[src/sv/fsd_pkg.sv]
// Shared types and constants for the Floyd-Steinberg RGB dither unit.
package fsd_pkg;

    // Line store geometry
    localparam int MaxWidth = 2048;
    localparam int ColW     = $clog2(MaxWidth);
    localparam int WCntW    = ColW + 1;

    // Register widths
    localparam int LineWidthW = 12;
    localparam int ThreshW    = 8;
    localparam int FloorW     = 9;
    localparam int CfgDataW   = 12;
    localparam int CfgIdxW    = 2;
    localparam int CmpW       = (LineWidthW > WCntW) ? LineWidthW : WCntW;

    // Channel and error widths
    localparam int PixW     = 8;
    localparam int NumLanes = 3;
    localparam int ErrW     = 10;
    localparam int StoreW   = NumLanes * ErrW;
    localparam int DataW    = NumLanes * PixW;

    // Register reset values
    localparam logic [LineWidthW-1:0] LineWidthRst = 12'd640;
    localparam logic [ThreshW-1:0]    ThreshRst    = 8'd128;
    localparam logic [FloorW-1:0]     FloorRst     = 9'h1E2;  // -30

    // Register indexes
    typedef enum logic [CfgIdxW-1:0] {
        REG_LINE_WIDTH  = 2'd0,
        REG_THRESHOLD   = 2'd1,
        REG_ERROR_FLOOR = 2'd2
    } fsd_reg_idx_t;

    // Per-pixel control shared by all channel lanes
    typedef struct packed {
        logic                     en;
        logic                     frame;
        logic                     last;
        logic [ThreshW-1:0]       threshold;
        logic signed [FloorW-1:0] err_floor;
    } fsd_lane_ctl_t;

    // What one lane hands back for a pixel
    typedef struct packed {
        logic                   q;
        logic signed [ErrW-1:0] left_sum;
        logic signed [ErrW-1:0] merged;
    } fsd_lane_res_t;

endpackage

[src/sv/fsd_out_buf.sv]
// Merge lane decisions into one output word and buffer two words.
module fsd_out_buf (
    input  logic                          aclk,
    input  logic                          aresetn,
    input  logic                          push,
    input  logic [fsd_pkg::NumLanes-1:0]  q_bits,
    output logic                          full,
    output logic                          m_axis_tvalid,
    input  logic                          m_axis_tready,
    output logic [fsd_pkg::DataW-1:0]     m_axis_tdata
);
    import fsd_pkg::*;

    logic [DataW-1:0] word;
    logic [DataW-1:0] slot_reg [2];
    logic             wr_ptr_reg, wr_ptr_next;
    logic             rd_ptr_reg, rd_ptr_next;
    logic [1:0]       count_reg, count_next;
    logic             pop;

    // Expand each lane decision to a full byte
    always_comb begin
        for (int i = 0; i < NumLanes; i++) begin
            word[i*PixW +: PixW] = q_bits[i] ? {PixW{1'b1}} : {PixW{1'b0}};
        end
    end

    assign full          = (count_reg == 2'd2);
    assign m_axis_tvalid = (count_reg != 2'd0);
    assign m_axis_tdata  = slot_reg[rd_ptr_reg];
    assign pop           = m_axis_tvalid && m_axis_tready;

    always_comb begin
        wr_ptr_next = push ? ~wr_ptr_reg : wr_ptr_reg;
        rd_ptr_next = pop ? ~rd_ptr_reg : rd_ptr_reg;
        count_next  = count_reg + {1'b0, push} - {1'b0, pop};
    end

    // Hold the words
    always_ff @(posedge aclk) begin
        if (push) begin
            slot_reg[wr_ptr_reg] <= word;
        end
    end

    always_ff @(posedge aclk) begin
        if (!aresetn) begin
            wr_ptr_reg <= 1'b0;
            rd_ptr_reg <= 1'b0;
            count_reg  <= 2'd0;
        end else begin
            wr_ptr_reg <= wr_ptr_next;
            rd_ptr_reg <= rd_ptr_next;
            count_reg  <= count_next;
        end
    end

endmodule

[config.mk]
export PLATFORM = sky130hd
export DESIGN_NAME = fsd_out_buf
export DESIGN_NICKNAME = d
export VERILOG_FILES = /design/src/sv/fsd_pkg.sv /design/src/sv/fsd_out_buf.sv
export SDC_FILE = /design/constraint.sdc
export NUM_CORES = 1
export LEC_CHECK = 0
export BUFFER_PORTS_ARGS = -buffer_cell sky130_fd_sc_hd__buf_2
export CAP_MARGIN = 20
export CORE_MARGIN = 2
export CORE_UTILIZATION = 35
export CTS_BUF_LIST = sky130_fd_sc_hd__clkbuf_4
export CTS_CLUSTER_SIZE = 8
export DETAILED_ROUTE_END_ITERATION = 7
export GPL_ROUTABILITY_DRIVEN = 0
export PLACE_DENSITY = 0.77
export SLEW_MARGIN = 20
export SYNTH_ARGS = -nofsm -noshare
export SYNTH_HDL_FRONTEND = slang
export SYNTH_SLANG_ARGS = --single-unit
[constraint.sdc]
create_clock -name aclk -period 1.8 [get_ports aclk]
set_input_delay 0.09 -clock aclk [delete_from_list [all_inputs] [get_ports aclk]]
set_output_delay 0.09 -clock aclk [all_outputs]
set_load 0.1 [all_outputs]
==> flow_metrics.tcl <==
set metrics [dict create \
    clock.fmax_ghz 0.6932 \
    fin_hold_ws_ns 0.02352 \
    yosysSeqAreaShare_pct 45.44 \
    ant_nets 0 \
    synth_mux_area_share_pct 8.722 \
    max_slew_margin_pct 67.32 \
    postCtsHoldBufs 0 \
    setup_viol 0 \
    vias 375 \
    grt_usage_pct 9.327 \
    tns_ns 0 \
    grt_pass1_wl_mm 1.248 \
    maxCapViolations 0 \
    hpwl_um 741.2 \
    status "finished clean" \
    drive_above_1_share_pct 60.29 \
    r2r_setup_slack_ns 0.37 \
    syn-cell-area_um2 616.8 \
    min-delay-path-class "primary input to register" \
    synth_cells 53 \
    post-route-drc-count 0 \
    synth_compound_area_share_pct 2.637 \
    start_kind "register" \
    largest_register_ffs 6 \
    ys_warn_count 0 \
    wl_per_cell_um 10.62 \
    grt_overflow 0 \
    totalWireLength_um 903 \
    port_buffers 32 \
    hold_path_depth 1 \
    hold_path_end "slot_reg[0][15]$_DFFE_PP_" \
    r2r_end "count_reg[1]$_SDFF_PN0_" \
    cts_tree "yes" \
    rsz0062_at_grt "false" \
    htree_levels 1 \
    grt_pass1_vias 313 \
    initial_core_util_pct 36.52 \
    die_area_mm2 0.002114 \
    finalMaxSlewViolations 0 \
    finClkSkew_ns 0.001282 \
    cts_resized 0 \
    finalCritPeriodShare_pct 80.14 \
    critPathKind "register to output pin" \
    layout_commonest_cell "buf_2" \
    cts.sinks 11 \
    period_minus_slack_ns 1.443 \
    synth-seq-cells 11 \
    yosys.area_share.simple_pct 8.722 \
    clockBufferDepth 2 \
    mostFrequentLayoutCells "buf_2, edfxtp_1, dfxtp_1, clkbuf_4" \
    cts_setup_buffers 0 \
    final_cells 85 \
    cts_inserted_buffers 3 \
    viasPerCell 4.412 \
    clkLatencyLatePin_ns 0.25 \
    die_w_um 45.98 \
    synth-xor-area-share_pct 3.651 \
    ctsRootBufferMaster "clkbuf_4" \
    synth_adder_area_share_pct 4.057 \
    synth_fp_nets 62 \
    synth_top_family_by_area "buffers and inverters" \
    dp.cells 81 \
    clk_pin_slew_ns 0.07 \
    hp-start "q_bits[1]" \
    first_pass_iters 4 \
    antennaDiodeCount 0 \
    crit_path_end_kind "output pin" \
    die_y_um 45.98 \
    avgSynthCellArea_um2 11.64 \
    r2r_cells 6 \
    rows 15 \
    antenna_found_initial 0 \
    required_ns 1.71 \
    area_growth_pct 9.128 \
    crit_fanout 8 \
    core_mm2 0.001689 \
    worstMarginPinSlew_ns 0.4936 \
    drtIter0Drc 1 \
    num_io_pins 33 \
    final_nets 78 \
    grt_start_max_net_pins 9 \
    final_hold_viol_count 0 \
    r2r-start "count_reg[1]$_SDFF_PN0_" \
    synth_cell_types 15 \
    worstPathArrival_ns 1.35 \
    postLayoutCoreUtil_pct 39.85 \
]
## layout make-up
type,count,area [um^2]
clock buffer,4,30.03
fill,172,1016
inverter,2,7.507
multi-input combinational,19,173.9
sequential,11,280.3
tap,17,21.27
timing repair buffer,32,160.2
## stage by stage
step                      area (um^2)  setup WS, ns
after global placement          643.1        0.4305
after global routing            673.1        0.2922
after detailed placement        643.1        0.3700
after CTS                       673.1        0.3449
after floorplan                 619.3        0.3775
final                           673.1        0.3575
## critical path, cell delays in order, from the launching register on
cell,delay (ns)
dfxtp_1,0.38
mux2_2,0.40
buf_2,0.31
## kinds of logic after synthesis
family,count (synthesis)
AOI/OAI and AO/OA,2
adders and majority gates,2
and+or+nand+nor,9
buffers and inverters,23
DFF,11
xor gates and xnor gates,1
muxes,5
## worst max path at each step
stage                     cells past startpoint                    start                      end
final                                         2                 register         m_axis_tdata[13]
after global placement                        5  count_reg[1]$_SDFF_PN0_  count_reg[0]$_SDFF_PN0_
after CTS                                     2                 register         m_axis_tdata[11]
after floorplan                               2                 register         m_axis_tdata[10]
after global routing                          6  count_reg[1]$_SDFF_PN0_  count_reg[1]$_SDFF_PN0_
after detailed placement                      6  count_reg[1]$_SDFF_PN0_  count_reg[1]$_SDFF_PN0_
## cells in the mapped netlist
cell	count	area share (%)
buf_4	21	26
edfxtp_1	6	29
dfxtp_1	5	16
nor2b_1	4	4.1
mux2_2	3	5.5
and2_1	2	2.0
ha_1	2	4.1
inv_1	2	1.2
mux2i_1	2	3.2
nand2_1	1	0.61
nand2b_1	1	1.0
o21a_1	1	1.2
o21a_2	1	1.4
or2_1	1	1.0
xnor3_1	1	3.7
## metal layers
layer  vias to the layer above  global-route usage [%]  part of all wire [%]
li1                        184                       -                     -
met1                       170                   8.759                    37
met2                        19                   14.44                    54
met3                         2                   3.571                   6.4
met4                         0                   10.29                   3.0
met5                         -                       0                     0
Power is left out: the tool's default activity adds up to more than one toggle a clock period on the data nets, which glitch-free logic cannot reach.
