===== config.mk =====
export PLATFORM = sky130hd
export DESIGN_NAME = fsd_lane
export DESIGN_NICKNAME = d
export VERILOG_FILES = /design/src/sv/fsd_pkg.sv /design/src/sv/fsd_lane.sv
export SDC_FILE = /design/constraint.sdc
export NUM_CORES = 1
export LEC_CHECK = 0
export BUFFER_PORTS_ARGS = -buffer_cell sky130_fd_sc_hd__buf_2
export CORE_MARGIN = 1.5
export CORE_UTILIZATION = 59
export DETAILED_ROUTE_END_ITERATION = 16
export PLACE_DENSITY = 0.82
export SLEW_MARGIN = 20
export SYNTH_ARGS = -nofsm -noshare
export SYNTH_HDL_FRONTEND = slang
export SYNTH_SLANG_ARGS = --single-unit

===== constraint.sdc =====
create_clock -name aclk -period 21.2 [get_ports aclk]
set_clock_uncertainty 0.2 [all_clocks]
set_input_delay 3.18 -clock aclk [delete_from_list [all_inputs] [get_ports aclk]]
set_output_delay 3.18 -clock aclk [all_outputs]
set_load 0.01 [all_outputs]

===== src/sv/fsd_pkg.sv =====
// Shared types and constants for the Floyd-Steinberg RGB dither unit.
package fsd_pkg;

    // Line store geometry
    localparam int MaxWidth = 2048;
    localparam int ColW     = $clog2(MaxWidth);
    localparam int WCntW    = ColW + 1;

    // Register widths
    localparam int LineWidthW = 12;
    localparam int ThreshW    = 8;
    localparam int FloorW     = 9;
    localparam int CfgDataW   = 12;
    localparam int CfgIdxW    = 2;
    localparam int CmpW       = (LineWidthW > WCntW) ? LineWidthW : WCntW;

    // Channel and error widths
    localparam int PixW     = 8;
    localparam int NumLanes = 3;
    localparam int ErrW     = 10;
    localparam int StoreW   = NumLanes * ErrW;
    localparam int DataW    = NumLanes * PixW;

    // Register reset values
    localparam logic [LineWidthW-1:0] LineWidthRst = 12'd640;
    localparam logic [ThreshW-1:0]    ThreshRst    = 8'd128;
    localparam logic [FloorW-1:0]     FloorRst     = 9'h1E2;  // -30

    // Register indexes
    typedef enum logic [CfgIdxW-1:0] {
        REG_LINE_WIDTH  = 2'd0,
        REG_THRESHOLD   = 2'd1,
        REG_ERROR_FLOOR = 2'd2
    } fsd_reg_idx_t;

    // Per-pixel control shared by all channel lanes
    typedef struct packed {
        logic                     en;
        logic                     frame;
        logic                     last;
        logic [ThreshW-1:0]       threshold;
        logic signed [FloorW-1:0] err_floor;
    } fsd_lane_ctl_t;

    // What one lane hands back for a pixel
    typedef struct packed {
        logic                   q;
        logic signed [ErrW-1:0] left_sum;
        logic signed [ErrW-1:0] merged;
    } fsd_lane_res_t;

endpackage


===== src/sv/fsd_lane.sv =====
// One channel lane: threshold, error floor and Floyd-Steinberg shares.
module fsd_lane (
    input  logic                              aclk,
    input  logic                              aresetn,
    input  fsd_pkg::fsd_lane_ctl_t            ctl,
    input  logic [fsd_pkg::PixW-1:0]          orig,
    input  logic signed [fsd_pkg::ErrW-1:0]   above,
    output fsd_pkg::fsd_lane_res_t            res
);
    import fsd_pkg::*;

    localparam int AdjW  = 11;
    localparam int ProdW = 13;
    localparam int ShW   = ProdW - 4;

    logic signed [7:0]      carry_reg, carry_next;
    logic signed [ErrW-1:0] bl_pend_reg, bl_pend_next;
    logic signed [4:0]      b_pend_reg, b_pend_next;

    logic signed [7:0]      carry_eff;
    logic signed [ErrW-1:0] bl_eff;
    logic signed [4:0]      b_eff;
    logic signed [AdjW-1:0] adj;
    logic [PixW-1:0]        adj_sat;
    logic                   q;
    logic signed [ErrW-1:0] err_raw;
    logic signed [ErrW-1:0] floor_ext;
    logic signed [ErrW-1:0] err;
    logic signed [ProdW-1:0] e13, p3, p5, p7;
    logic signed [ShW-1:0]  s1, s3, s5, s7;

    // Frame start clears the running sums before this pixel
    assign carry_eff = ctl.frame ? '0 : carry_reg;
    assign bl_eff    = ctl.frame ? '0 : bl_pend_reg;
    assign b_eff     = ctl.frame ? '0 : b_pend_reg;

    // Add diffused error once and saturate
    always_comb begin
        adj = $signed({3'b000, orig}) + AdjW'(carry_eff) + AdjW'(above);
        if (adj < 0) begin
            adj_sat = '0;
        end else if (adj > AdjW'(255)) begin
            adj_sat = 8'hFF;
        end else begin
            adj_sat = adj[PixW-1:0];
        end
    end

    // Quantize and floor the error
    assign q         = (adj_sat >= ctl.threshold);
    assign err_raw   = $signed({2'b00, adj_sat}) - (q ? ErrW'(255) : ErrW'(0));
    assign floor_ext = ErrW'(ctl.err_floor);
    assign err       = (err_raw < floor_ext) ? floor_ext : err_raw;

    // Weighted shares, floored by arithmetic shift
    assign e13 = ProdW'(err);
    assign p3  = (e13 <<< 1) + e13;
    assign p5  = (e13 <<< 2) + e13;
    assign p7  = (e13 <<< 3) - e13;
    assign s1  = e13[ProdW-1:4];
    assign s3  = p3[ProdW-1:4];
    assign s5  = p5[ProdW-1:4];
    assign s7  = p7[ProdW-1:4];

    assign res.q        = q;
    assign res.left_sum = bl_eff + ErrW'(s3);
    assign res.merged   = ErrW'(b_eff) + ErrW'(s5);

    // Advance carry and pending sums; drop them at row end
    always_comb begin
        carry_next   = carry_reg;
        bl_pend_next = bl_pend_reg;
        b_pend_next  = b_pend_reg;
        if (ctl.en) begin
            if (ctl.last) begin
                carry_next   = '0;
                bl_pend_next = '0;
                b_pend_next  = '0;
            end else begin
                carry_next   = s7[7:0];
                bl_pend_next = res.merged;
                b_pend_next  = s1[4:0];
            end
        end
    end

    always_ff @(posedge aclk) begin
        if (!aresetn) begin
            carry_reg   <= '0;
            bl_pend_reg <= '0;
            b_pend_reg  <= '0;
        end else begin
            carry_reg   <= carry_next;
            bl_pend_reg <= bl_pend_next;
            b_pend_reg  <= b_pend_next;
        end
    end

endmodule


==> results.md <==
- Max_slew headroom: around half
- Final wirelength: 9.15 mm
- # rows: 30
- Nets@finish: roughly 700
- Worst Hold Class: register to register
- I/O pins: a little over 60
- Reg2Reg Setup Slack: ~9.4 ns
- Clock root cell: clkbuf_8
- EDFF count, synth: 0
- Setup CP Type: input port to primary output
- Worst-Margin Slew: between 0.7 and 0.8 ns
- Number of buffers created by CTS: 3
- GR Overflow Total: 0
- Synth top area share: approximately 23%
- Worst hold slack: around 0.25 ns
- # clock sinks: 23
- Critical path arrival: approximately 15 ns
- Worst setup SP type: input port
- First DRT Iteration DRCs: 150
- Post-CTS Resized: 0
- Pin count of the biggest net entering global routing: 24
- Top delay family on crit path: compound AO/OA/AOI/OAI gates
- Final slew viol count: 0
- Vias per std cell: ~5.7
- Max FFs per register: 10
- CP Capture Type: primary output
- Final period util: about nine tenths
- Max Clock Freq: 0.0534 GHz
- Cell area after layout: 4470 um2
- DRC errors left: 0
- Seq cells post-synth: 23
- DIE AREA: approximately 7400 um2
- Final hold vios: 0
- CP max stage delay: 0.58 ns
- Max cap viols: 0
- Die W: roughly 86 um
- Synthesized instance count: 517
- Routed WL per cell: ~14 um
- # diodes: 0
- Largest cells by area after synthesis: ha_1 (23%), dfxtp_1 (11%), fa_1 (5.9%), nor2b_1 (5.4%), xnor2_1 (5.4%)
- Via count: around 3,700
- Fin Setup TNS: 0 ns
- RSZ-0062 raised after global routing: no
- Post-route ant nets: 0
- CP Data Required Time: around 18 ns
- Share of post-route cells with drive strength above 1: approximately 14%
- Initial antenna violation count: 0
- Syn Nets: about 640
- Most used flip-flop cell after synthesis: dfxtp_1
- Slowest CP cell: a2111oi_1
- Die Y: ~86 um
- Worst skew pair latency: about 0.27 ns
- H-Tree Level Count: 1
- Port Buffers: 60
- Worst-path clk slew: approximately 0.080 ns
- CTS Hold Bufs: 0
- Drt pass-1 iters: 5
- Syn avg cell area: roughly 7.8 um2
- Sequential area share after synthesis: between 10% and 20%
- Mapped Area: 4050 um2
- Post-synth top cells: ha_1 (74), inv_1 (58), a21oi_1 (37), nor2b_1 (35), nand2_1 (34)
- Vias in the first global route: 3,459
- Layout area overhead: 10.2%
- Overall routing resource usage: between 20% and 30%
- CTS tree: yes
- Total of warnings raised by yosys: 0
- Post-synth top area cell: ha_1
- Post-synth cell types: 57
- Final HPWL DP: 7.43 mm
- First-pass GRT wire length: ~15 mm
- Final setup fails: 0
- Core Box Area: between 6000 and 7000 um2
- CP Max Fanout: 23
- Routability cong.: slightly below 0.9
- Worst path bufs/invs: 4
- Longest Clk Path Bufs: 2
- Crit-path most repeated cell: a21o_1
- Final worst path period need: around 19 ns
- Number of filler cells placed in the layout: roughly 570
- Asr flop ratio synth: 0%
- Status: complete, no violations
- Most frequent cell after synthesis: ha_1
- Placed instance area: 4420 um2
- Initial Util: just over 60%
- Post-CTS Setup Bufs: 0
-- worst reg2reg max path, delay by kind of cell (launching register included) --
family                     cells  cell delay [ns]
and+or+nand+nor                9             1.62
xor gates and xnor gates       2             0.43
adders and majority gates      8             2.73
DFF                            1             0.33
AOI/OAI and AO/OA             29             6.40
-- worst paths after layout --
path / startpoint / to / cells past startpoint
hold reg to reg: carry_reg[4] / carry_reg[4] / 2
setup reg to reg: carry_reg[1] / bl_pend_reg[7] / 48
setup / recovery: ctl[18] / res[19] / 52
hold / removal: carry_reg[4] / carry_reg[4] / 2
-- cells in the final DEF, fill, tap and decap left out, drive strengths merged, types with 4 or more instances in the layout --
master	count
o21a	9
nor3	5
nor2	31
a21boi	7
fa	12
nand2b	9
o31ai	4
ha	74
a21o	19
buf	61
and2	11
nor2b	36
o211ai	5
xor2	15
a211oi	7
o21bai	6
inv	59
a31oi	5
o22ai	8
mux2i	4
a21oi	38
o21ai	30
nand2	34
xnor2	25
a2111oi	4
dfxtp	23
nand3	4
-- cell families after synthesis --
family | synth area share [%]
muxes | 1.30
adders and majority gates | 29.0
DFF | 11.4
buffers and inverters | 6.51
xor gates and xnor gates | 8.64
and+or+nand+nor | 17.8
AOI/OAI and AO/OA | 25.4
-- metal layers --
| layer | share of wire (%) | routed length, um | vias to the layer above | track usage (%) |
|---|---|---|---|---|
| li1 | - | - | 1914 | - |
| met1 | 46 | 4240 | 1686 | 31.8 |
| met2 | 49 | 4470 | 85 | 46.0 |
| met3 | 4.1 | 371 | 10 | 3.27 |
| met4 | 0.87 | 80 | 0 | 3.23 |
| met5 | 0 | 0 | - | 0 |
-- final cells by class --
| type | instances | area [um2] | area share [%] |
|---|---|---|---|
| clock buffers | 3 | 41.3 | 0.925 |
| clock inverters | 1 | 5.00 | 0.112 |
| inverters | 59 | 221 | 4.96 |
| multi-input cells | 425 | 3330 | 74.6 |
| well taps | 80 | 100 | 2.24 |
| repair buffers | 61 | 308 | 6.89 |
| flip-flops and latches | 23 | 460 | 10.3 |
-- metrics by stage --
stage | setup slack, ns | std cells | util [%]
3_5_place_dp | 2.63 | 648 | 65.8
4_1_cts | 2.59 | 652 | 66.5
3_3_place_gp | 3.05 | 648 | 65.8
5_1_grt | 1.57 | 652 | 66.5
2_1_floorplan | 3.88 | 517 | -
6_report | 2.48 | 652 | 66.5
Power is not shown: default switching activity piles up to over one toggle a cycle in this logic, so the estimate is an artifact.
